## src/rtl/rar_pkg.sv

```systemverilog
// ---------------------------------------------------------------------------
// rar_pkg
// Types and constants shared by the rational arithmetic reduction core.
// ---------------------------------------------------------------------------
`default_nettype none

package rar_pkg;

  localparam logic [1:0] OP_ADD = 2'd0;
  localparam logic [1:0] OP_SUB = 2'd1;
  localparam logic [1:0] OP_MUL = 2'd2;
  localparam logic [1:0] OP_DIV = 2'd3;

  localparam logic [1:0] ST_OK       = 2'd0;
  localparam logic [1:0] ST_DIVZERO  = 2'd1;
  localparam logic [1:0] ST_OVERFLOW = 2'd2;

  localparam int MAG_W     = 64;
  localparam int DIV_STEPS = 64;

  typedef struct packed {
    logic [1:0]         kind;
    logic signed [31:0] a_num;
    logic [30:0]        a_den;
    logic signed [31:0] b_num;
    logic [30:0]        b_den;
  } req_t;

  typedef struct packed {
    logic signed [31:0] result_num;
    logic [30:0]        result_den;
    logic [1:0]         status;
  } rsp_t;

  // One classified job between the front and the back.
  typedef struct packed {
    logic             divz;
    logic             neg;
    logic [MAG_W-1:0] mag;
    logic [MAG_W-1:0] dmag;
  } job_t;

  typedef struct packed {
    logic push;
    logic pop;
  } q_ctl_t;

  typedef struct packed {
    logic full;
    logic empty;
  } q_sts_t;

  typedef enum logic [2:0] {
    F_IDLE,
    F_MUL0,
    F_MUL1,
    F_MUL2,
    F_COMB
  } front_state_t;

  typedef enum logic [2:0] {
    B_IDLE,
    B_GCD2,
    B_GCD,
    B_DIVN,
    B_DIVD,
    B_DONE
  } back_state_t;

endpackage

`default_nettype wire

```

## src/rtl/rar_front.sv

```systemverilog
// ---------------------------------------------------------------------------
// rar_front
// Accepts a request, checks for division by zero and forms the numerator
// and denominator magnitudes with one shared multiplier in the states F_MUL0, F_MUL1 and F_MUL2.
// ---------------------------------------------------------------------------
`default_nettype none

module rar_front
  import rar_pkg::*;
(
  input  wire logic clk,
  input  wire logic rst,
  input  wire logic req_valid,
  output logic      req_stall,
  input  wire req_t req_data,
  input  wire logic q_full,
  output logic      q_push,
  output job_t      q_job
);

  front_state_t state, state_next;
  req_t r;
  logic divz;
  logic signed [63:0] p0, p1, p2;
  logic signed [32:0] mul_a, mul_b;
  logic signed [65:0] mul_p;
  logic signed [64:0] num_s;
  logic [MAG_W-1:0] num_mag, den_mag;
  logic accept, divz_in;

  assign accept  = req_valid && !req_stall;
  assign divz_in = (req_data.a_den == '0) || (req_data.b_den == '0) ||
                   ((req_data.kind == OP_DIV) && (req_data.b_num == '0));

  always_ff @(posedge clk) begin
    if (rst) state <= F_IDLE;
    else     state <= state_next;
  end

  always_comb begin
    state_next = state;
    req_stall  = 1'b1;
    q_push     = 1'b0;
    case (state)
      F_IDLE: begin
        req_stall = 1'b0;
        if (req_valid) state_next = divz_in ? F_COMB : F_MUL0;
      end
      F_MUL0: state_next = F_MUL1;
      F_MUL1: state_next = F_MUL2;
      F_MUL2: state_next = F_COMB;
      F_COMB: begin
        if (!q_full) begin
          q_push     = 1'b1;
          state_next = F_IDLE;
        end
      end
      default: state_next = F_IDLE;
    endcase
  end

  // Operand selection for the shared multiplier.
  always_comb begin
    mul_a = {r.a_num[31], r.a_num};
    mul_b = $signed({2'b00, r.b_den});
    case (state)
      F_MUL0: begin
        if (r.kind == OP_MUL) mul_b = {r.b_num[31], r.b_num};
      end
      F_MUL1: begin
        mul_a = {r.b_num[31], r.b_num};
        mul_b = $signed({2'b00, r.a_den});
      end
      F_MUL2: begin
        mul_a = $signed({2'b00, r.a_den});
        if (r.kind == OP_DIV) mul_b = {r.b_num[31], r.b_num};
      end
      default: ;
    endcase
  end

  assign mul_p = mul_a * mul_b;

  always_ff @(posedge clk) begin
    if (accept) begin
      r    <= req_data;
      divz <= divz_in;
    end
    case (state)
      F_MUL0:  p0 <= mul_p[63:0];
      F_MUL1:  p1 <= mul_p[63:0];
      F_MUL2:  p2 <= mul_p[63:0];
      default: ;
    endcase
  end

  always_comb begin
    case (r.kind)
      OP_ADD:  num_s = {p0[63], p0} + {p1[63], p1};
      OP_SUB:  num_s = {p0[63], p0} - {p1[63], p1};
      default: num_s = {p0[63], p0};
    endcase
    num_mag = num_s[64] ? MAG_W'(-num_s) : num_s[MAG_W-1:0];
    den_mag = p2[63] ? MAG_W'(-p2) : p2;
    q_job.divz = divz;
    q_job.neg  = num_s[64] ^ p2[63];
    q_job.mag  = num_mag;
    q_job.dmag = den_mag;
  end

endmodule

`default_nettype wire

```

## config.mk

```make
export PLATFORM = sky130hd
export DESIGN_NAME = rar_front
export DESIGN_NICKNAME = d
export VERILOG_FILES = /design/src/rtl/rar_pkg.sv /design/src/rtl/rar_front.sv
export SDC_FILE = /design/constraint.sdc
export NUM_CORES = 2
export LEC_CHECK = 0
export ABC_AREA = 0
export ABC_CLOCK_PERIOD_IN_PS = 28500
export BUFFER_PORTS_ARGS = -buffer_cell sky130_fd_sc_hd__buf_2
export CAP_MARGIN = 0
export CELL_PAD_IN_SITES_DETAIL_PLACEMENT = 0
export CELL_PAD_IN_SITES_GLOBAL_PLACEMENT = 2
export CORE_ASPECT_RATIO = 1.2
export CORE_MARGIN = 4
export CORE_UTILIZATION = 45
export CTS_BUF_LIST = sky130_fd_sc_hd__clkbuf_8
export CTS_CLUSTER_SIZE = 16
export DETAILED_ROUTE_END_ITERATION = 10
export PLACE_DENSITY_LB_ADDON = 0.1
export SYNTH_ARGS = -nofsm -noshare
export SYNTH_HDL_FRONTEND = slang
export SYNTH_SLANG_ARGS = --single-unit
```

## constraint.sdc

```tcl
create_clock -name clk -period 28.5 [get_ports clk]
set_input_delay 1.425 -clock clk [delete_from_list [all_inputs] [get_ports clk]]
set_output_delay 1.425 -clock clk [all_outputs]
set_load 0.03 [all_outputs]
```

==> impl_metrics.tcl <==
set metrics [dict create \
    status "finished clean" \
    place.gp.congestion 0.9050 \
    fin_skew_ns 0.05522 \
    synth_cells 6151 \
    yosysWarnings 0 \
    ctsResizeCount 0 \
    synth-seq-cells 324 \
    synth_xor_area_frac 0.04670 \
    slowest_stage "buf_4" \
    cts_tree "done" \
    die_h_um 398.6 \
    synthArstFlopShare 0 \
    via_count 43790 \
    reg2reg_slack_ns 16.81 \
    syn-cell-area_mm2 0.05720 \
    synthAdderAreaFrac 0.4481 \
    clockBufferDepth 3 \
    grt_pass1_vias 46760 \
    cts_root_buffer "clkbuf_8" \
    cpPeakStageDelay_ns 0.76 \
    min_path_type "flip-flop to flip-flop" \
    final_net_count 7793 \
    drt-total-wl_um 192300 \
    critical_path.endpoint_type "flip-flop" \
    synth_flop_cell "edfxtp_1" \
    synth_top_family_by_area "adder cells" \
    fp.dieArea_mm2 0.1329 \
    path_max_fanout 97 \
    drtIter0Drc 3074 \
    die_w_um 333.5 \
    synth.top_cell.area_share 0.3871 \
    postCtsHoldBufs 0 \
    fp.coreArea_mm2 0.1265 \
    pin_count 264 \
    cts_htree_levels 2 \
    numCtsBuffers 50 \
    synthTopCellsByArea "fa_1 (39%), edfxtp_1 (17%), inv_1 (8.0%)" \
    drive_gt1_frac 0.08456 \
    crit_path_start "state[2]" \
    grt_max_degree 118 \
    syn-num-nets 7668 \
    worst_pin_slew_ns 1.280 \
    setup_viol 0 \
    yosysMostFrequentCell "inv_1" \
    critical_path_required_ns 28.88 \
    fmax_ghz 0.08557 \
    critPathArrivalTime_ns 12.07 \
    clock-sinks 324 \
    r2r-end "p2[62]" \
    r2r_start "state[2]" \
    cts_setup_buffers 0 \
    antenna_found_initial 6 \
    cp-endpoint "p2[62]" \
    slew_viol_final 0 \
    synth-edff-count 321 \
    grt_pass1_wl_um 290400 \
    drc 0 \
    avgViaCountPerCell 5.484 \
    synth_compound_area_frac 0.09021 \
    synth_largest_area_cell "fa_1" \
    fin_crit_sh 0.4100 \
    io_buffers 263 \
    start_kind "flip-flop" \
    reg2regPathDepth 36 \
    num_rows 143 \
    synth_mux_area_frac 0.007721 \
    clkTransAtPathRegs_ns 0.06 \
    initial_core_util 0.4522 \
    setup_tns_ns 0 \
    n_fill_cell 12240 \
    grt_overflow_total 0 \
    dr.pass1.iters 7 \
    gr-usage-all-layers 0.2920 \
    insertion_delay_ns 0.70 \
    yosysSeqAreaShare 0.1696 \
    relSlewSlack 0.1449 \
    worstSetupPathType "flip-flop to flip-flop" \
    wire_per_inst_um 24.09 \
    synth_common_cells "inv_1 (1216), fa_1 (1106), nor2_1 (751)" \
    synth_cell_types 103 \
    antenna_left 0 \
    hold_viol 0 \
    area_delta_synth_final_pct 7.231 \
    rsz0062_at_grt "no" \
    hpwl_um 152800 \
    avgSynthCellArea_um2 9.299 \
    layout_min_cycle_time_ns 11.69 \
    drv_cap 0 \
    yosys.area_share.simple 0.1375 \
    crit_top_cell "fa_1" \
]
-- cells in the final DEF, fill, tap and decap left out, types with 103 or more instances in the layout --
master	synthesis	routed
inv_1	1216	1231
fa_1	1106	1105
nor2_1	751	750
nand2_1	659	655
edfxtp_1	321	321
ha_1	279	279
buf_2	19	263
xnor2_1	213	212
a21oi_1	193	193
o21ai_0	153	136
buf_4	3	103
-- kinds of logic after synthesis --
| kind of cell | count (synthesis) |
|---|---|
| flip-flops | 324 |
| AO/OA/AOI/OAI | 766 |
| XOR/XNOR | 305 |
| multiplexers | 44 |
| AND/OR/NAND/NOR | 1816 |
| buffers and inverters | 1511 |
| adder cells (fa/ha/maj) | 1385 |
-- state kept, by name (all words and copies together), names as in the netlist --
signal,cells
divz,1
p0,64
p1,64
p2,64
r,128
state,3
-- metal layers --
metal | vias up | share of wire | global-route usage
li1 | 19470 | - | -
met1 | 22410 | 0.41 | 0.3795
met2 | 1539 | 0.47 | 0.4930
met3 | 365 | 0.066 | 0.04675
met4 | 6 | 0.047 | 0.1116
met5 | - | 0.00015 | 0
-- final cells by class --
cell class                 instances  area [um2]  area share
timing repair buffer             367        2110     0.03439
tap                             1667        2086     0.03400
clock inverter                    41       262.8    0.004284
clock buffer                      50       688.2     0.01122
antenna                            3       7.507   0.0001224
multi-input combinational       4316       41920      0.6834
sequential                       324        9701      0.1582
inverter                        1217        4568     0.07448
-- worst max-delay path: cells and delay by family, from the launching register on --
kind                     cells  cell delay (ns)
adder cells (fa/ha/maj)      9             4.41
buffers and inverters       11             2.46
XOR/XNOR                     1             0.12
AND/OR/NAND/NOR              4             0.44
AO/OA/AOI/OAI               11             3.42
flip-flops                   1             0.42
-- through the flow --
stage | instances | setup slack [ns] | area (um2) | util | hold WS, ns
6_report | 7985 | 16.81 | 61340 | 0.4849 | 0.5388
5_1_grt | 7983 | 16.07 | 61330 | 0.4849 | 0.5740
4_1_cts | 7982 | 16.80 | 61330 | 0.4848 | 0.5316
3_5_place_dp | 7891 | 16.85 | 60380 | 0.4773 | 0.5240
3_3_place_gp | 7891 | 16.99 | 60380 | 0.4773 | 0.5035
2_1_floorplan | 6151 | 16.63 | 57200 | - | 0.4649
-- worst min path at each step --
stage / to / start / cells past startpoint
6_report: state[1] / state[2] / 1
5_1_grt: state[0] / state[2] / 1
4_1_cts: state[0] / state[2] / 1
3_5_place_dp: state[0] / state[2] / 1
3_3_place_gp: state[0] / state[2] / 1
2_1_floorplan: state[0] / state[2] / 1
Power is not shown: default switching activity piles up to over one toggle a cycle in this logic, so the estimate is an artifact.
