File: config.mk
export PLATFORM = sky130hd
export DESIGN_NAME = rar_back
export DESIGN_NICKNAME = d
export VERILOG_FILES = /design/src/rtl/rar_pkg.sv /design/src/rtl/rar_back.sv
export SDC_FILE = /design/constraint.sdc
export NUM_CORES = 2
export LEC_CHECK = 0
export BUFFER_PORTS_ARGS = -buffer_cell sky130_fd_sc_hd__buf_2
export CELL_PAD_IN_SITES_DETAIL_PLACEMENT = 0
export CELL_PAD_IN_SITES_GLOBAL_PLACEMENT = 2
export CORE_UTILIZATION = 36
export DETAILED_ROUTE_END_ITERATION = 16
export PLACE_DENSITY = 0.89
export SLEW_MARGIN = 20
export SYNTH_ARGS = -nofsm -noshare
export SYNTH_HDL_FRONTEND = slang
export SYNTH_SLANG_ARGS = --single-unit
File: constraint.sdc
create_clock -name clk -period 7.8 [get_ports clk]
set_clock_uncertainty 0.15 [all_clocks]
set_input_delay 0.39 -clock clk [delete_from_list [all_inputs] [get_ports clk]]
set_output_delay 0.39 -clock clk [all_outputs]
set_load 0.005 [all_outputs]
File: src/rtl/rar_pkg.sv
// ---------------------------------------------------------------------------
// rar_pkg
// Types and constants shared by the rational arithmetic reduction core.
// ---------------------------------------------------------------------------
`default_nettype none

package rar_pkg;

  localparam logic [1:0] OP_ADD = 2'd0;
  localparam logic [1:0] OP_SUB = 2'd1;
  localparam logic [1:0] OP_MUL = 2'd2;
  localparam logic [1:0] OP_DIV = 2'd3;

  localparam logic [1:0] ST_OK       = 2'd0;
  localparam logic [1:0] ST_DIVZERO  = 2'd1;
  localparam logic [1:0] ST_OVERFLOW = 2'd2;

  localparam int MAG_W     = 64;
  localparam int DIV_STEPS = 64;

  typedef struct packed {
    logic [1:0]         kind;
    logic signed [31:0] a_num;
    logic [30:0]        a_den;
    logic signed [31:0] b_num;
    logic [30:0]        b_den;
  } req_t;

  typedef struct packed {
    logic signed [31:0] result_num;
    logic [30:0]        result_den;
    logic [1:0]         status;
  } rsp_t;

  // One classified job between the front and the back.
  typedef struct packed {
    logic             divz;
    logic             neg;
    logic [MAG_W-1:0] mag;
    logic [MAG_W-1:0] dmag;
  } job_t;

  typedef struct packed {
    logic push;
    logic pop;
  } q_ctl_t;

  typedef struct packed {
    logic full;
    logic empty;
  } q_sts_t;

  typedef enum logic [2:0] {
    F_IDLE,
    F_MUL0,
    F_MUL1,
    F_MUL2,
    F_COMB
  } front_state_t;

  typedef enum logic [2:0] {
    B_IDLE,
    B_GCD2,
    B_GCD,
    B_DIVN,
    B_DIVD,
    B_DONE
  } back_state_t;

endpackage

`default_nettype wire

File: src/rtl/rar_back.sv
// ---------------------------------------------------------------------------
// rar_back
// Reduces a job by a binary gcd, divides both magnitudes by it with one
// shared restoring divider and holds the result in the output register.
// ---------------------------------------------------------------------------
`default_nettype none

module rar_back
  import rar_pkg::*;
#(
  parameter int WIDTH = 32
) (
  input  wire logic clk,
  input  wire logic rst,
  input  wire job_t q_job,
  input  wire logic q_empty,
  output logic      q_pop,
  output logic      res_valid,
  input  wire logic res_stall,
  output rsp_t      res_data
);

  localparam logic [MAG_W-1:0] LIMIT = MAG_W'((64'd1 << (WIDTH - 1)) - 64'd1);

  back_state_t state, state_next;
  logic             neg, divz;
  logic [MAG_W-1:0] num_q, den_q, u, v, g, dq, rem;
  logic [5:0]       k, cnt;
  logic [MAG_W:0]   trial;
  logic [MAG_W-1:0] rem_next, dq_next;
  logic             load, last_step;

  assign load      = (state == B_DONE) && (!res_valid || !res_stall);
  assign q_pop     = (state == B_IDLE) && !q_empty;
  assign last_step = (cnt == 6'(DIV_STEPS - 1));

  always_ff @(posedge clk) begin
    if (rst) state <= B_IDLE;
    else     state <= state_next;
  end

  always_comb begin
    state_next = state;
    case (state)
      B_IDLE: begin
        if (!q_empty) begin
          state_next = (q_job.divz || (q_job.mag == '0)) ? B_DONE : B_GCD2;
        end
      end
      B_GCD2:  if (u[0] || v[0]) state_next = B_GCD;
      B_GCD:   if (u == '0) state_next = B_DIVN;
      B_DIVN:  if (last_step) state_next = B_DIVD;
      B_DIVD:  if (last_step) state_next = B_DONE;
      B_DONE:  if (load) state_next = B_IDLE;
      default: state_next = B_IDLE;
    endcase
  end

  // One restoring division step.
  always_comb begin
    trial = {rem, dq[MAG_W-1]} - {1'b0, g};
    if (!trial[MAG_W]) begin
      rem_next = trial[MAG_W-1:0];
      dq_next  = {dq[MAG_W-2:0], 1'b1};
    end else begin
      rem_next = {rem[MAG_W-2:0], dq[MAG_W-1]};
      dq_next  = {dq[MAG_W-2:0], 1'b0};
    end
  end

  always_ff @(posedge clk) begin
    case (state)
      B_IDLE: begin
        if (q_pop) begin
          neg   <= q_job.neg;
          divz  <= q_job.divz;
          num_q <= q_job.mag;
          den_q <= q_job.dmag;
          u     <= q_job.mag;
          v     <= q_job.dmag;
          k     <= '0;
        end
      end
      B_GCD2: begin
        if (!u[0] && !v[0]) begin
          u <= u >> 1;
          v <= v >> 1;
          k <= k + 6'd1;
        end
      end
      B_GCD: begin
        if (u == '0) begin
          g   <= v << k;
          dq  <= num_q;
          rem <= '0;
          cnt <= '0;
        end else if (!u[0]) begin
          u <= u >> 1;
        end else if (!v[0]) begin
          v <= v >> 1;
        end else if (u >= v) begin
          u <= u - v;
        end else begin
          v <= v - u;
        end
      end
      B_DIVN: begin
        cnt <= cnt + 6'd1;
        if (last_step) begin
          num_q <= dq_next;
          dq    <= den_q;
          rem   <= '0;
        end else begin
          dq  <= dq_next;
          rem <= rem_next;
        end
      end
      B_DIVD: begin
        cnt <= cnt + 6'd1;
        dq  <= dq_next;
        rem <= rem_next;
        if (last_step) den_q <= dq_next;
      end
      default: ;
    endcase
  end

  always_ff @(posedge clk) begin
    if (rst) begin
      res_valid <= 1'b0;
    end else if (load) begin
      res_valid <= 1'b1;
    end else if (!res_stall) begin
      res_valid <= 1'b0;
    end
    if (load) begin
      if (divz) begin
        res_data <= '{result_num: '0, result_den: 31'd1, status: ST_DIVZERO};
      end else if (num_q == '0) begin
        res_data <= '{result_num: '0, result_den: 31'd1, status: ST_OK};
      end else if ((num_q > LIMIT) || (den_q > LIMIT)) begin
        res_data <= '{result_num: '0, result_den: 31'd1, status: ST_OVERFLOW};
      end else begin
        res_data.result_num <= neg ? -$signed(num_q[31:0]) : $signed(num_q[31:0]);
        res_data.result_den <= den_q[30:0];
        res_data.status     <= ST_OK;
      end
    end
  end

`ifndef SYNTHESIS
  a_div_nonzero: assert property (@(posedge clk) disable iff (rst)
    (state == B_DIVN) |-> (g != '0))
    else $error("gcd is zero during division");

  a_pop_leaves_idle: assert property (@(posedge clk) disable iff (rst)
    q_pop |=> (state != B_IDLE))
    else $error("job popped but back stayed idle");

  a_den_nonzero: assert property (@(posedge clk) disable iff (rst)
    (res_valid && (res_data.status == ST_OK)) |-> (res_data.result_den != '0))
    else $error("valid result with zero denominator");

  a_load_only_done: assert property (@(posedge clk) disable iff (rst)
    (!$past(rst) && $rose(res_valid)) |-> ($past(state) == B_DONE))
    else $error("result loaded outside the done state");
`endif

endmodule

`default_nettype wire

==> results.ini <==
[layout]
synthToLayoutAreaGrowth_pct=12.6
mostFrequentLayoutCell=nand2_1
nets=4726
layout_common_cells=nand2_1 (612), edfxtp_1 (527), a21oi_1 (385)
final_area_um2=44100
final_core_util_pct=41.0
layoutNonFillerInstCount=5859
n_fill_cell=10702
drive_above_1_share_pct=11.8

[floorplanning]
fp.coreArea_um2=108000
initial_core_util_pct=36.4
die_y_um=332
die_area_um2=110000
pin_count=201
die_w_um=332
rows=120

[clock_network]
numCtsBuffers=60
root_buffer=clkbuf_16
clock-sinks=531
cts_buffer_depth=3
insertion_delay_ps=680
tritoncts=yes
ctsResizeCount=0
postCtsSetupRepairBufs=0
cts_hold_buf=77
h-tree-depth=2
path_clk_slew_ps=70

[worst_hold_path]
worstHoldPathType=in2reg

[global_routing]
grt_pass1_vias=33291
grt_overflow_total=0
grt_first_pass_wirelength_mm=229
grt_usage_pct=27.8
antenna_found_initial=10
grt_max_degree=135

[synth]
synth_edf_count=527
synthArstFlopShare_pct=0
synth-seq-area-share_pct=40.6
ys_ff_latch=531
syn_nets=4616
syn_area_per_cell_um2=9.14
ys_warn_count=0
yosysUniqueCellTypes=102
syn_inst=4283
ys_dominant_reg_cell=edfxtp_1
syn_area_um2=39200

[sta]
slew_viol_final=0
relSlewSlack_pct=22.2
fin_crit_ps=4980
fin_crit_sh_pct=63.8
tightestPinTransition_ps=1160
hold_viol=0
setup_viol=0
timing.fmax_mhz=201
rsz0062_at_grt=no
fin_setup_tns_ps=0

[detailed_routing]
wl_met3_mm=17.8
first_pass_iters=8
wirelength_mm=158
ant_nets=0
vias=35606
viasPerCell=6.08
met2_length_mm=65.1
wl_met1_mm=68.9
wl_per_cell_um=27.0
drc=0
dr.max_layer_used=met5
drt_iter0_markers=4635

[flow_run]
drv_cap=0

[setup_path]
worst_setup_path_start_kind=flip-flop
critPathMaxStageDelay_ps=830
critPathMaxFanout=43
cp_slowest_cell=a21o_2
required_ps=8070
path_cells=inv_1 -> ha_1 -> inv_1 -> fa_1 -> a21oi_1 -> o21bai_1 -> a2111oi_2 -> nor2_1 -> o21bai_1 -> a31o_1 -> a21o_2 -> buf_4 -> nor3_1 -> a222oi_1 -> nand2_1
worst_setup_path_end_kind=flip-flop
crit_arrival_ps=5240
worstSetupPathType=reg2reg

[placed_design]
dp.cells=5657
dpl_cell_area_um2=41300
place_congestion=0.993
io_buffers=200
dp_hpwl_mm=120

[power]
ir_worst_vdd_mv=0.243
p_per_area_nw_per_um2=448
leakage_nw=17.8

[run_status]
outcome=finished, final reports clean

[synthesized netlist by cell type, types with 60 or more instances]
cell type    n  area share (%)
nand4_1     67             1.1
xnor2_1    134             3.0
a21o_1      93             1.8
and3_1      61            0.97
o21bai_1    60             1.2
a21oi_1    388             5.0
a22oi_1    125             2.4
ha_1       196             6.3
a222oi_1    65             1.7
clkbuf_1   186             1.8
xor2_1      74             1.7
nand2_1    613             5.9
inv_1      306             2.9
mux2_2      70             2.0
edfxtp_1   527              40
o21ai_0    279             3.6
nor2_1     287             2.8
[layer usage]
metal	track usage, %	vias to the layer above
li1	-	15957
met1	40.5	17373
met2	39.4	1965
met3	6.54	305
met4	10.5	6
met5	0	-
[worst max-delay path, delay by kind of cell (launching register included)]
family	cells	cell delay (ps)
buffers and inverters	3	600
AND/OR/NAND/NOR	3	320
flip-flops	1	570
adder cells (fa/ha/maj)	2	580
AO/OA/AOI/OAI	7	2440
[metrics by stage]
step           setup WS (ps)  total power (W)  hold WS (ps)
2_1_floorplan            966           0.0126           302
3_3_place_gp            2940           0.0164           335
3_5_place_dp            2980           0.0163           334
4_1_cts                 2950           0.0194          1.24
5_1_grt                 2570           0.0207          21.3
6_report                2820           0.0198          43.9
[kinds of logic after synthesis]
| group | Yosys count | synth area share (%) |
|---|---|---|
| AOI/OAI and AO/OA | 1273 | 20.9 |
| DFF | 531 | 40.6 |
| buffers and inverters | 577 | 5.92 |
| adders and majority gates | 199 | 6.41 |
| muxes | 176 | 6.32 |
| and+or+nand+nor | 1317 | 15.1 |
| xor gates and xnor gates | 210 | 4.73 |
[report_power, final]
part           total (W)  internal (W)  leakage [nW]  switching, W
combinational     0.0116       0.00394          11.7       0.00769
sequential       0.00512       0.00421          5.09      0.000908
clock            0.00300       0.00169         0.968       0.00131
[state kept, by name (all words and copies together), names as in the netlist]
name / cells
rem: 64
den_q: 64
res_data: 65
num_q: 64
state: 3
g: 64
neg: 1
cnt: 6
u: 64
divz: 1
dq: 64
k: 6
res_valid: 1
v: 64
[area by class of cell]
type                    instances  area (um2)  area share, %
diodes                         12        30.0         0.0681
clock buffers                  68        1530           3.47
clock inverters                45         502           1.14
inverters                     309        1160           2.63
multi-input cells            3175       21100           47.9
flip-flops and latches        531       15900           36.1
well taps                    1403        1760           3.98
repair buffers                316        2090           4.75
[worst paths after layout]
| kind | cells after the start | start | slack (ps) | end |
|---|---|---|---|---|
| setup / recovery | 15 | u[0] | 2820 | u[55] |
| hold / removal | 3 | q_job[112] | 40 | num_q[48] |
| setup reg to reg | 15 | u[0] | 2820 | u[55] |
| hold reg to reg | 0 | divz | 360 | res_data[0] |
Power figures use the tool's default switching activity.
