<file path="src/rtl/rar_pkg.sv">
// ---------------------------------------------------------------------------
// rar_pkg
// Types and constants shared by the rational arithmetic reduction core.
// ---------------------------------------------------------------------------
`default_nettype none

package rar_pkg;

  localparam logic [1:0] OP_ADD = 2'd0;
  localparam logic [1:0] OP_SUB = 2'd1;
  localparam logic [1:0] OP_MUL = 2'd2;
  localparam logic [1:0] OP_DIV = 2'd3;

  localparam logic [1:0] ST_OK       = 2'd0;
  localparam logic [1:0] ST_DIVZERO  = 2'd1;
  localparam logic [1:0] ST_OVERFLOW = 2'd2;

  localparam int MAG_W     = 64;
  localparam int DIV_STEPS = 64;

  typedef struct packed {
    logic [1:0]         kind;
    logic signed [31:0] a_num;
    logic [30:0]        a_den;
    logic signed [31:0] b_num;
    logic [30:0]        b_den;
  } req_t;

  typedef struct packed {
    logic signed [31:0] result_num;
    logic [30:0]        result_den;
    logic [1:0]         status;
  } rsp_t;

  // One classified job between the front and the back.
  typedef struct packed {
    logic             divz;
    logic             neg;
    logic [MAG_W-1:0] mag;
    logic [MAG_W-1:0] dmag;
  } job_t;

  typedef struct packed {
    logic push;
    logic pop;
  } q_ctl_t;

  typedef struct packed {
    logic full;
    logic empty;
  } q_sts_t;

  typedef enum logic [2:0] {
    F_IDLE,
    F_MUL0,
    F_MUL1,
    F_MUL2,
    F_COMB
  } front_state_t;

  typedef enum logic [2:0] {
    B_IDLE,
    B_GCD2,
    B_GCD,
    B_DIVN,
    B_DIVD,
    B_DONE
  } back_state_t;

endpackage

`default_nettype wire

</file>
<file path="src/rtl/rar_queue.sv">
// ---------------------------------------------------------------------------
// rar_queue
// Two-entry queue of classified jobs between the front and the back.
// ---------------------------------------------------------------------------
`default_nettype none

module rar_queue
  import rar_pkg::*;
(
  input  wire logic   clk,
  input  wire logic   rst,
  input  wire q_ctl_t ctl,
  input  wire job_t   wr_job,
  output q_sts_t      sts,
  output job_t        rd_job
);

  job_t       mem [2];
  logic       wr_ptr, rd_ptr;
  logic [1:0] count;
  logic       do_push, do_pop;

  assign sts.full  = (count == 2'd2);
  assign sts.empty = (count == 2'd0);
  assign do_push   = ctl.push && !sts.full;
  assign do_pop    = ctl.pop && !sts.empty;
  assign rd_job    = mem[rd_ptr];

  always_ff @(posedge clk) begin
    if (rst) begin
      wr_ptr <= 1'b0;
      rd_ptr <= 1'b0;
      count  <= 2'd0;
    end else begin
      if (do_push) wr_ptr <= !wr_ptr;
      if (do_pop)  rd_ptr <= !rd_ptr;
      count <= count + {1'b0, do_push} - {1'b0, do_pop};
    end
    if (do_push) mem[wr_ptr] <= wr_job;
  end

endmodule

`default_nettype wire

</file>
<file path="config.mk">
export PLATFORM = sky130hd
export DESIGN_NAME = rar_queue
export DESIGN_NICKNAME = d
export VERILOG_FILES = /design/src/rtl/rar_pkg.sv /design/src/rtl/rar_queue.sv
export SDC_FILE = /design/constraint.sdc
export NUM_CORES = 1
export LEC_CHECK = 0
export BUFFER_PORTS_ARGS = -buffer_cell sky130_fd_sc_hd__buf_2
export CAP_MARGIN = 20
export CORE_ASPECT_RATIO = 1.5
export CORE_MARGIN = 2
export CORE_UTILIZATION = 40
export CTS_BUF_LIST = sky130_fd_sc_hd__clkbuf_16
export DETAILED_ROUTE_END_ITERATION = 6
export PLACE_DENSITY = 0.71
export SETUP_SLACK_MARGIN = 0.5
export SLEW_MARGIN = 15
export SYNTH_ARGS = -nofsm -noshare
export SYNTH_HDL_FRONTEND = slang
export SYNTH_SLANG_ARGS = --single-unit
</file>
<file path="constraint.sdc">
create_clock -name clk -period 7.6 [get_ports clk]
set_input_delay 0.76 -clock clk [delete_from_list [all_inputs] [get_ports clk]]
set_output_delay 0.76 -clock clk [all_outputs]
set_load 0.05 [all_outputs]
</file>
==> results of run 1 <==
worst register-to-register path, cell delays in order, from the launching register on:
cell	delay (ns)
dfxtp_1	0.37
nand2b_2	0.16
inv_1	0.06
or3_1	0.37
inv_4	0.66
buf_4	0.85
cell usage in the layout, fill, tap and decap left out, types with 2 or more instances in the layout:
master | Yosys | layout
mux2_2 | 130 | 130
ha_1 | 2 | 2
clkbuf_16 | 0 | 25
edfxtp_1 | 260 | 260
bufinv_16 | 0 | 4
nor2_1 | 4 | 4
dfxtp_1 | 5 | 4
inv_1 | 4 | 8
clkinv_1 | 0 | 5
buf_4 | 1 | 3
diode_2 | 0 | 4
buf_2 | 3 | 265
clkinv_2 | 0 | 3
state kept, by name (all words and copies together) (netlist names), named ones only:
| register | flops |
|---|---|
| count | 2 |
| mem | 260 |
| rd_ptr | 1 |
| wr_ptr | 1 |
report_power, final:
group / switching [mW] / leakage, nW / internal (mW)
Combinational: 1.27 / 1.61 / 0.463
Clock: 0.496 / 0.411 / 0.726
Sequential: 0.0937 / 2.47 / 1.86
Total: 1.86 / 4.49 / 3.05
layout make-up:
cell class | count | area, sq um
antenna | 4 | 10.0
clock buffer | 25 | 626
clock inverter | 17 | 173
fill | 1996 | 11600
inverter | 4 | 17.5
multi-input combinational | 148 | 1590
sequential | 265 | 7910
tap | 319 | 399
timing repair buffer | 268 | 1350
stage by stage:
| step | total power [mW] | cell area, sq um |
|---|---|---|
| global route | 5.11 | 12100 |
| floorplan | 3.40 | 9640 |
| CTS | 4.99 | 12100 |
| finish | 4.92 | 12100 |
| global placement | 3.74 | 11300 |
| detailed placement | 3.75 | 11300 |
layer usage:
layer / wire length (um) / vias up / part of all wire / global-route usage
li1: - / 2270 / - / -
met1: 6530 / 2402 / 0.35 / 0.148
met2: 10100 / 178 / 0.54 / 0.259
met3: 1410 / 37 / 0.076 / 0.0417
met4: 536 / 0 / 0.029 / 0.0528
met5: 0 / - / 0 / 0
cells by family after synthesis:
kind of cell	after synthesis
mux	130
flops	265
buf+inv	18
compound gates	3
simple gates	11
fa+ha+maj	2
xor+xnor	2
path summary, 6_finish.rpt:
path              startpoint          end  slack, ns
hold reg to reg       wr_ptr       wr_ptr       0.51
hold / removal    wr_job[21]   mem[0][21]       0.43
setup reg to reg    count[0]  mem[0][129]       4.71
setup / recovery    register   rd_job[34]       3.90
==> results summary, run 1 <==
After layout, the worst setup slack is a little under 4 ns. The most used standard cell by instance count after synthesis is edfxtp_1. The die span in y is a little under 200 um. The post-synthesis mux area share came out at 0.152. Summed over all instances, the cell type with the most area after synthesis is edfxtp_1. The share of async-settable or async-resettable flops after synthesis came out at 0. After the first detailed-routing iteration, the DRC count stood at between 300 and 400. The placed cell count is around 1000. For the pin with the worst max-slew slack, the measured transition is between 0.9 and 1 ns. For this run, the slowest stage of the critical path takes ~0.9 ns. The number of cell instances on the worst register-to-register path came out at 5. The number of antenna-violating nets in the routed design came out at 0. The number of synthesized flops with an enable pin came out at between 200 and 300. For this design, the slowest cell found on the critical path is dfxtp_4.

The hold violation total from the final report came out at 0. The tightest min-delay check is of the primary input to register type. The first-pass iteration count of the detailed router came out at 4.

The count of nets after finishing is 847. The adder and majority cell fraction of the synthesized area is 0.00260. The number of max-cap violations came out at 0. After routing, the total negative slack on setup checks comes to 0 ns. The number of warnings issued by yosys is 0. Final hold analysis gives a worst-case slack of around 0.43 ns. The global-route wire length before repair came out at between 20000 and 30000 um. The count of cell types in the netlist is 21.

The setup violation total in the final timing report came out at 0. The core footprint came out at around 24000 sq um. Dividing the detail-routed via count by the number of cells gives roughly 4.7.

TritonCTS built the clock tree. The data required time of the worst path is 6.84 ns. The clock slew at the register clock pins of the worst setup and hold paths came out at about 0.07 ns. The combinational family with the most area after synthesis is multiplexers. The final critical-path share of the clock period is 0.487.

The area enclosed by the die boundary is 25400 sq um. The xor and xnor area share after synthesis came out at 0.00182. The number of top-level pins came out at ~270. When the netlist entered floorplanning its net count stood at roughly 570.

Counting flops and latches in the post-synthesis netlist gives about 270. The maximum number of pins on one net before global-route repair came out at 69. The estimated wirelength of the detail-placed design is around 12000 um. The average routed wire per standard cell came out at ~18 um. The area share of the largest cell type after synthesis came out at 0.810. The hold-fix buffer count after cts is 0. The post-layout minimum cycle time is 3.70 ns. The number of buffers created by CTS is 24. STA classifies the critical path startpoint as a register. The initial standard-cell utilization of the core is 0.408. The number of buffers and inverters on the critical path is 2. In the synthesized netlist the dominant register cell turns out to be edfxtp_1. The post-synthesis compound-gate area fraction is 0.00182.

The worst setup timing slack at the placement stage is roughly 4.3 ns. The gate family responsible for the most delay along the worst path is buffers and inverters. The worst setup path is captured at an output pin. The post-CTS resize count came out at 0. Clock tree synthesis selected as its root buffer the cell clkbuf_16.

The worst-skew pair later-pin latency is around 0.52 ns. Setup repair after global routing left no endpoint under its margin. The number of non-filler instances in the completed layout came out at 1050.

The area added between synthesis and finish came out at 25.2%. The number of buffers inserted by post-CTS setup repair came out at 0. The global-route congestion overflow total came out at 0.

The area share of and/or/nand/nor cells after synthesis came out at 0.00610. The mapped netlist covers just under 10000 sq um. The peak supply drop came out at roughly 0.35 mV. The biggest fanout along the worst timing path came out at 68.

The max-slew violation total from the final report is 0. The sequential-to-total area share from yosys stat is 0.820. The synthesized area per cell is ~22 sq um. Headroom to the max-slew limit came out at 0.374. The combined global-route utilization of all metal layers is 0.141. The clock drives roughly 270 sinks.

The flow ran to the end, and the final reports show no timing, DRC or antenna violations. The instance count along the most critical hold path is 1. The power density of the placed cells came out at 407 nW/um^2. The final weighted congestion in routability-driven placement is slightly above 0.7. The reported leakage power is 4.49 nW. The number of cells on the critical path is 3.

The H-tree depth came out at 1. The overall routed net length came out at 18500 um. The share of cells above drive strength 1 came out at 0.597. The critical path goes through buf_4, mux2_2, buf_2.

The count of input and output buffers came out at between 200 and 300. The share of the core filled with cells came out at 0.510. The number of antenna violations at the first check in global routing came out at 5. On the final layout, the worst clock skew is roughly 0.019 ns.

The number of core rows came out at 69. After synthesis, the most frequently instantiated cells are edfxtp_1 (260), mux2_2 (130), buf_6 (10), dfxtp_1 (5). The die extent in x is around 130 um. The clock tree buffer depth is 3. The DRC violation count after routing came out at 0. The number of global-route vias before repair is around 5100.

The maximum operating frequency is between 200 and 300 MHz. Sorting the synthesized cells by area gives the leading types as edfxtp_1 (81%), mux2_2 (15%), buf_6 (1.2%), dfxtp_1 (1.0%), ha_1 (0.26%). The arrival time of data at the critical path endpoint is around 3 ns. The synthesized instance count is ~430. The number of vias in the routed layout is between 4000 and 5000. The worst setup path is of the register to output pin kind.
(Power assumes the default switching activity.)
==> inputs of run 2 (changes only) <==
- ABC_AREA: unset -> 1
- clock period: 7.6 -> 3.7 ns (I/O delays scaled with it)
==> results summary, run 2 <==
The switching part of the total power came to 0.355 (-0.0238). The flip-flop count of the largest register after layout came out at 260 (unchanged). In the synthesized netlist the dominant register cell turns out to be edfxtp_1.

The measured slew at the worst slew-check pin is 0.950 ns (+0.0106 ns). The estimated wirelength of the detail-placed design came to 12700 um (+6.1%). The clock slew at the register clock pins of the worst setup and hold paths was 0.06 ns (about the same). The net switching power of the design is 3.50 mW (+88%). The count of cell types in the netlist is 12 (-43%).

The initial standard-cell utilization of the core came out at 0.407 (-0.000744). Setup repair after global routing left no endpoint under its margin. The number of vias in the routed layout came out at 4957 (+1.4%).

The area share of the largest cell type after synthesis came out at 0.808 (-0.00147). The number of antenna-violating nets in the routed design came to 0 (unchanged). The number of warnings issued by yosys is 0 (unchanged). By startpoint and endpoint, the worst setup path is classified as register to output pin.

The clock tree buffer depth came to 3 (unchanged). The tree is rooted in a clkbuf_16. The number of synthesized flops with an enable pin is 260 (unchanged). Derived from the worst setup path, the maximum achievable clock frequency is ~370 MHz.

The number of buffers created by CTS is 25 (+4.2%). The largest registers in the layout are mem (260), count (2). The share of async-settable or async-resettable flops after synthesis came out at 0 (unchanged).

The synthesized instance count is 443 (+2.8%). The area added between synthesis and finish is 26.6%. The peak supply drop came out at 0.454 mV (+31%). The most frequent standard cell in the layout excluding fill and tap cells is buf_2. The arrival time of data at the critical path endpoint came out at 2.35 ns (-0.59 ns).

The hold-fix buffer count after cts came to 0 (unchanged). More flip-flops sit in one register than any other, and that register is mem. The number of buffers inserted by post-CTS setup repair came to 0 (unchanged). The cell area after layout came to 12200 sq um (+1.3%). The global-route congestion overflow total is 0 (unchanged). The synthesized area per cell came out at 21.8 sq um (-2.5%). The count of input and output buffers is 265 (unchanged). The final weighted congestion in routability-driven placement came out at 0.738 (+3.1%). The count of nets after finishing came out at 863 (+1.9%). The number of non-filler instances in the completed layout came out at 1066 (+1.5%). The overall routed net length is 18900 um (+1.8%). Counting instances in the post-synthesis netlist gives the leading cell types as edfxtp_1 (260), mux2_2 (130), buf_6 (10), inv_1 (10), nor2_1 (9). The largest stage delay on the critical path came out at 0.74 ns (-0.14 ns).

The number of global-route vias before repair is 5216 (+1.4%). The run finished with clean final reports. The worst hold-check slack is 0.0306 ns (-0.395 ns). The combinational group share of total power came out at 0.319 (-0.034). The tightest slew margin relative to the limit came out at 0.367 (-0.00705).

The internal power consumption is 6.36 mW (+110%). The die span in y is 194 um (about the same). The detailed-route vias per instance is 4.65 (about the same). The final worst-path setup slack came out at 0.978 ns (-2.92 ns).

The number of violations reported at the end of detailed-routing iteration 0 was 230 (-24%). The die extent in x is 131 um (about the same). The synthesized netlist net count came out at 579 (+2.1%).

The sum of negative setup slack is 0 ns (unchanged). The post-layout minimum cycle time is 2.72 ns. The clock tree skew after final layout was 0.00877 ns (-0.0104 ns). The worst setup path is launched from a register.

The TritonCTS clock tree is yes. The sort of element at the end of the critical path is an output pin. The number of synthesized register bits came out at 265 (unchanged). The clock network fraction of total power came out at 0.279 (+0.031). The sequential cell fraction of total power is 0.402 (+0.004).

The hold violation total from the final report is 0 (unchanged). The core footprint is 23700 sq um (+0.36%). The cell with the largest stage delay on the worst path is dfxtp_4. The area enclosed by the die boundary came out at 25400 sq um (+0.18%). edfxtp_1 is the most common cell in the netlist. The combined global-route utilization of all metal layers came to 0.142 (+0.00121).

The worst-skew pair later-pin latency came out at 0.51 ns (about the same). The number of core rows came to 69 (unchanged). The placed cell count came out at 1019 (+1.5%). The number of buffers and inverters on the critical path was 2 (unchanged). The max-slew violation total from the final report came out at 0 (unchanged). The power density of the placed cells is 807 nW/um^2 (+98%). The first-pass iteration count of the detailed router is 4 (unchanged). The total cell area at the placement stage came out at 11300 sq um (+0.51%).

The combined area of all synthesized cells is 9660 sq um (+0.18%). Leaving out fill and tap cells, the most frequent cells in the layout are buf_2 (265), edfxtp_1 (260), mux2_2 (130). The post-CTS resize count came out at 0 (unchanged).

The number of max-cap violations came out at 0 (unchanged). The DRC violation count after routing came out at 0 (unchanged). The setup violation total in the final timing report came to 0 (unchanged). The worst setup timing slack at the placement stage was 1.46 ns (-2.85 ns). The maximum number of pins on one net before global-route repair came out at 68 (-1.4%).

The number of antenna violations at the first check in global routing is 2 (-3). The biggest fanout along the worst timing path is 43 (-37%). The reported leakage power came out at 4.57 nW (+1.7%).

The clock sink count came to 265 (unchanged). The kind of cell with the highest combined delay along the critical path is flip-flops. The H-tree depth came out at 1 (unchanged). By area the synthesized netlist is led by edfxtp_1 (81%), mux2_2 (15%), buf_6 (1.2%), dfxtp_1 (1.0%), inv_1 (0.39%). The sequential-to-total area share from yosys stat is 0.819 (-0.00149).

The largest total area in the synthesized netlist belongs to edfxtp_1. The average routed wire per standard cell is 17.7 um (+0.28%). Dividing the final minimum period by the clock period gives 0.736. The global-route wire length before repair came out at 27500 um (+0.76%). The share of cells above drive strength 1 came out at 0.595 (-0.00234). The data required time of the worst path is 3.33 ns (-3.51 ns). Traced cell by cell, the critical path runs through buf_4, mux2_2, buf_2. The path class of the tightest hold or removal check is primary input to register. The number of top-level pins came out at 266 (unchanged).
-- run 2: layout make-up --
type | instances | area [sq um]
Clock buffer | 25 | 626
Clock inverter | 20 | 274
Tap cell | 319 | 399
Sequential cell | 265 | 7910
Inverter | 10 | 41.3
Fill cell | 1940 | 11500
Antenna cell | 2 | 5.00
Timing Repair Buffer | 271 | 1380
Multi-Input combinational cell | 154 | 1590
-- run 2: power by group through the flow --
stage | logic [mW] | registers (mW) | clock network [mW]
after CTS | 3.19 | 3.98 | 2.83
after global placement | 3.16 | 4.02 | 0
final | 3.14 | 3.97 | 2.75
after global routing | 3.31 | 4.02 | 2.94
after floorplan | 2.58 | 3.96 | 0
after detailed placement | 3.18 | 4.04 | 0
-- run 2: kinds of logic (layout without fill, tap and decap cells) --
logic type	Yosys count	after routing	share of synthesized area
AO/OA/AOI/OAI	2	2	0.00104
adder cells (fa/ha/maj)	2	2	0.00259
buffers and inverters	24	326	0.0179
flip-flops	265	265	0.819
multiplexers	130	130	0.152
other	0	2	0
AND/OR/NAND/NOR	20	20	0.00816
-- run 2: metrics by stage --
| step | utilization | power [mW] |
|---|---|---|
| finish | 0.515 | 9.87 |
| global route | 0.515 | 10.3 |
| CTS | 0.515 | 10.0 |
| detailed placement | 0.477 | 7.22 |
| global placement | 0.477 | 7.18 |
| floorplan | - | 6.54 |
-- run 2: worst paths after layout --
| check | cells after the start | slack, ns | end | from |
|---|---|---|---|---|
| worst max register to register | 5 | 1.66 | mem[1][112] | count[0] |
| worst min register to register | 2 | 0.51 | register | rd_ptr |
| worst min-delay path | 2 | 0.03 | count[0] | rst |
| worst max-delay path | 3 | 0.98 | rd_job[35] | register |
-- run 2: routing by layer --
metal | vias to the layer above | track usage | part of all wire
met1 | 2436 | 0.145 | 0.34
li1 | 2309 | - | -
met5 | - | 0 | 0
met4 | 0 | 0.0457 | 0.025
met2 | 183 | 0.270 | 0.56
met3 | 29 | 0.0402 | 0.075
==> inputs of run 3 (changes only) <==
- ABC_AREA: 1 -> 0
- PLACE_DENSITY: 0.71 -> 0.73
- clock period: 3.7 -> 2.25 ns (I/O delays scaled with it)
==> results summary, run 3 (synthesis results as in run 1) <==
The run finished with clean final reports. Setup repair after global routing could not meet its margin everywhere. The number of antenna violations at the first check in global routing came out at 2 (unchanged). The worst setup timing slack at the placement stage is 0.480 ns (-0.984 ns). The number of violations reported at the end of detailed-routing iteration 0 came out at 297 (+29%). The critical path in this run is classified as register to output pin.

The arrival time of data at the critical path endpoint came out at 1.83 ns (-0.52 ns). The combined global-route utilization of all metal layers is 0.161 (+0.0187). The clock slew at the register clock pins of the worst setup and hold paths was 0.06 ns (about the same). The maximum number of pins on one net before global-route repair came to 67 (-1.5%).

The worst-skew pair later-pin latency came out at 0.52 ns (about the same). The global-route met2 utilization came out at 0.305 (+0.0353). The number of non-filler instances in the completed layout is 1212 (+14%).

The sum of negative setup slack came out at 0 ns (unchanged). The total power after layout is 18.3 mW (+86%). The die span in y came out at 194 um (about the same). The die extent in x is 131 um (about the same). Derived from the worst setup path, the maximum achievable clock frequency is just under 500 MHz.

The overall routed net length came out at 24100 um (+27%). The peak supply drop is 0.775 mV (+71%). The final-layout fill cell count is 1721 (-11%).

The data required time of the worst path came to 2.03 ns (-1.30 ns). The DRC violation count after routing is 0 (unchanged). The final critical-path share of the clock period is 0.913. The detailed-route vias per instance came out at 4.74 (+2.0%). The initial standard-cell utilization of the core came out at 0.408 (+0.000744). The clock tree skew after final layout is 0.0110 ns (+0.00220 ns).

The tightest slew margin relative to the limit is 0.730 (+0.363). The power density of the placed cells is 1270 nW/um^2 (+58%). The hold violation total from the final report came out at 0 (unchanged). The global-route wire length before repair is 31100 um (+13%). The TritonCTS clock tree is yes.

The number of core rows came out at 69 (unchanged). In the final layout, the registers with the most flip-flops are mem (260), count (2). The setup violation total in the final timing report came out at 0 (unchanged). The clock sink count is 265 (unchanged).

The beginning of the worst register-to-register path is count[0]. The biggest fanout along the worst timing path came to 11 (-74%). The max-slew violation total from the final report is 0 (unchanged). The count of nets after finishing came to 1008 (+17%). The worst setup path is captured at an output pin. The global-route congestion overflow total is 0 (unchanged).

The placed cell count is 1008 (-1.1%). The average routed wire per standard cell came out at 19.9 um (+12%). The number of buffers created by CTS is 25 (unchanged). The global routing usage on met3 came out at 0.0381 (-0.00211). The met1 track demand over resource was 0.162 (+0.0170).

The estimated wirelength of the detail-placed design is 12500 um (-1.5%). The layer flagged by global routing as most heavily used is met2. The clock tree buffer depth is 3 (unchanged).

The share of the core filled with cells came out at 0.609 (+0.0938). The H-tree depth came to 1 (unchanged). The worst hold path begins at ctl[1]. The area added between synthesis and finish came out at 49.4%. The post-layout minimum cycle time came out at approximately 2 ns. The number of antenna-violating nets in the routed design is 0 (unchanged). The library cell used most frequently in the layout, excluding fill and tap cells, is edfxtp_1. The count of input and output buffers is 265 (unchanged).

The share of cells above drive strength 1 is 0.527 (-0.0671). Ranked by flip-flop count, first place goes to mem. STA classifies the critical path startpoint as a register. The flip-flop count of the largest register after layout came to 260 (unchanged). The number of vias in the routed layout came out at 5747 (+16%).

The number of max-cap violations is 0 (unchanged). The final worst-path setup slack was 0.195 ns (-0.784 ns). Leaving out fill and tap cells, the most frequent cells in the layout are edfxtp_1 (260), buf_2 (156), dlygate4sd3_1 (131). The number of top-level pins is 266 (unchanged). The core footprint is 23700 sq um (-0.36%).

The class of the tightest hold or removal check is primary input to register. The measured slew at the worst slew-check pin came out at 0.406 ns (-0.544 ns). The final weighted congestion in routability-driven placement came to 0.731 (-0.95%). The area enclosed by the die boundary is 25400 sq um (-0.18%). The tree is rooted in a clkbuf_16. The reported leakage power is 5.43 nW (+19%). The number of global-route vias before repair came to 5954 (+14%).

The first-pass iteration count of the detailed router came out at 4 (unchanged).
## run 3: cell count changes in the layout (fill, tap and decap cells not counted), moves of 8 or more
cell           change
buf_12             +8
buf_2            -109
buf_4             +69
buf_6             +39
clkbuf_16         +10
dlygate4sd3_1    +131
## run 3: critical path, cell delays in order (launching register included)
cell,delay [ns]
dfxtp_4,0.40
buf_12,0.16
clkbuf_16,0.19
mux2_2,0.36
buf_4,0.20
## run 3: area by class of cell
type                       count  area [sq um]  share of cell area
tap                          319           399              0.0277
sequential                   265          7910               0.550
antenna                        2          5.00            0.000348
timing repair buffer         428          3690               0.256
multi-input combinational    148          1600               0.111
clock inverter                21           149              0.0103
inverter                       4          22.5             0.00156
clock buffer                  25           626              0.0434
## run 3: repair_timing
action,in CTS,in global routing
resized for setup,4,267
endpoints found under the setup margin,183,260
endpoints found under the hold margin,265,0
buffers inserted,0,7
pin swaps,0,1
gates cloned,2,16
hold buffers,131,0
## run 3: per-stage QoR
step	cell area, sq um	hold slack [ns]
2_1_floorplan	9660	0.289
3_3_place_gp	11400	0.412
3_5_place_dp	11400	0.417
4_1_cts	13600	0.0983
5_1_grt	14400	0.134
6_report	14400	0.127
## run 3: power breakdown
| part | internal (mW) | leakage [nW] | switching, mW |
|---|---|---|---|
| combinational | 2.93 | 2.57 | 4.95 |
| clock | 2.25 | 0.397 | 1.74 |
| sequential | 6.29 | 2.47 | 0.186 |
## run 3: final timing paths
path	end	cells after the start	slack, ns
hold / removal	wr_ptr	4	0.13
setup reg to reg	mem[0][69]	6	0.55
hold reg to reg	wr_ptr	2	0.49
setup / recovery	rd_job[105]	4	0.19
## run 3: layer usage
| layer | routed length [um] | vias up |
|---|---|---|
| met1 | 8260 | 2848 |
| met5 | 0 | - |
| met3 | 1420 | 52 |
| met4 | 692 | 0 |
| li1 | - | 2610 |
| met2 | 13700 | 237 |
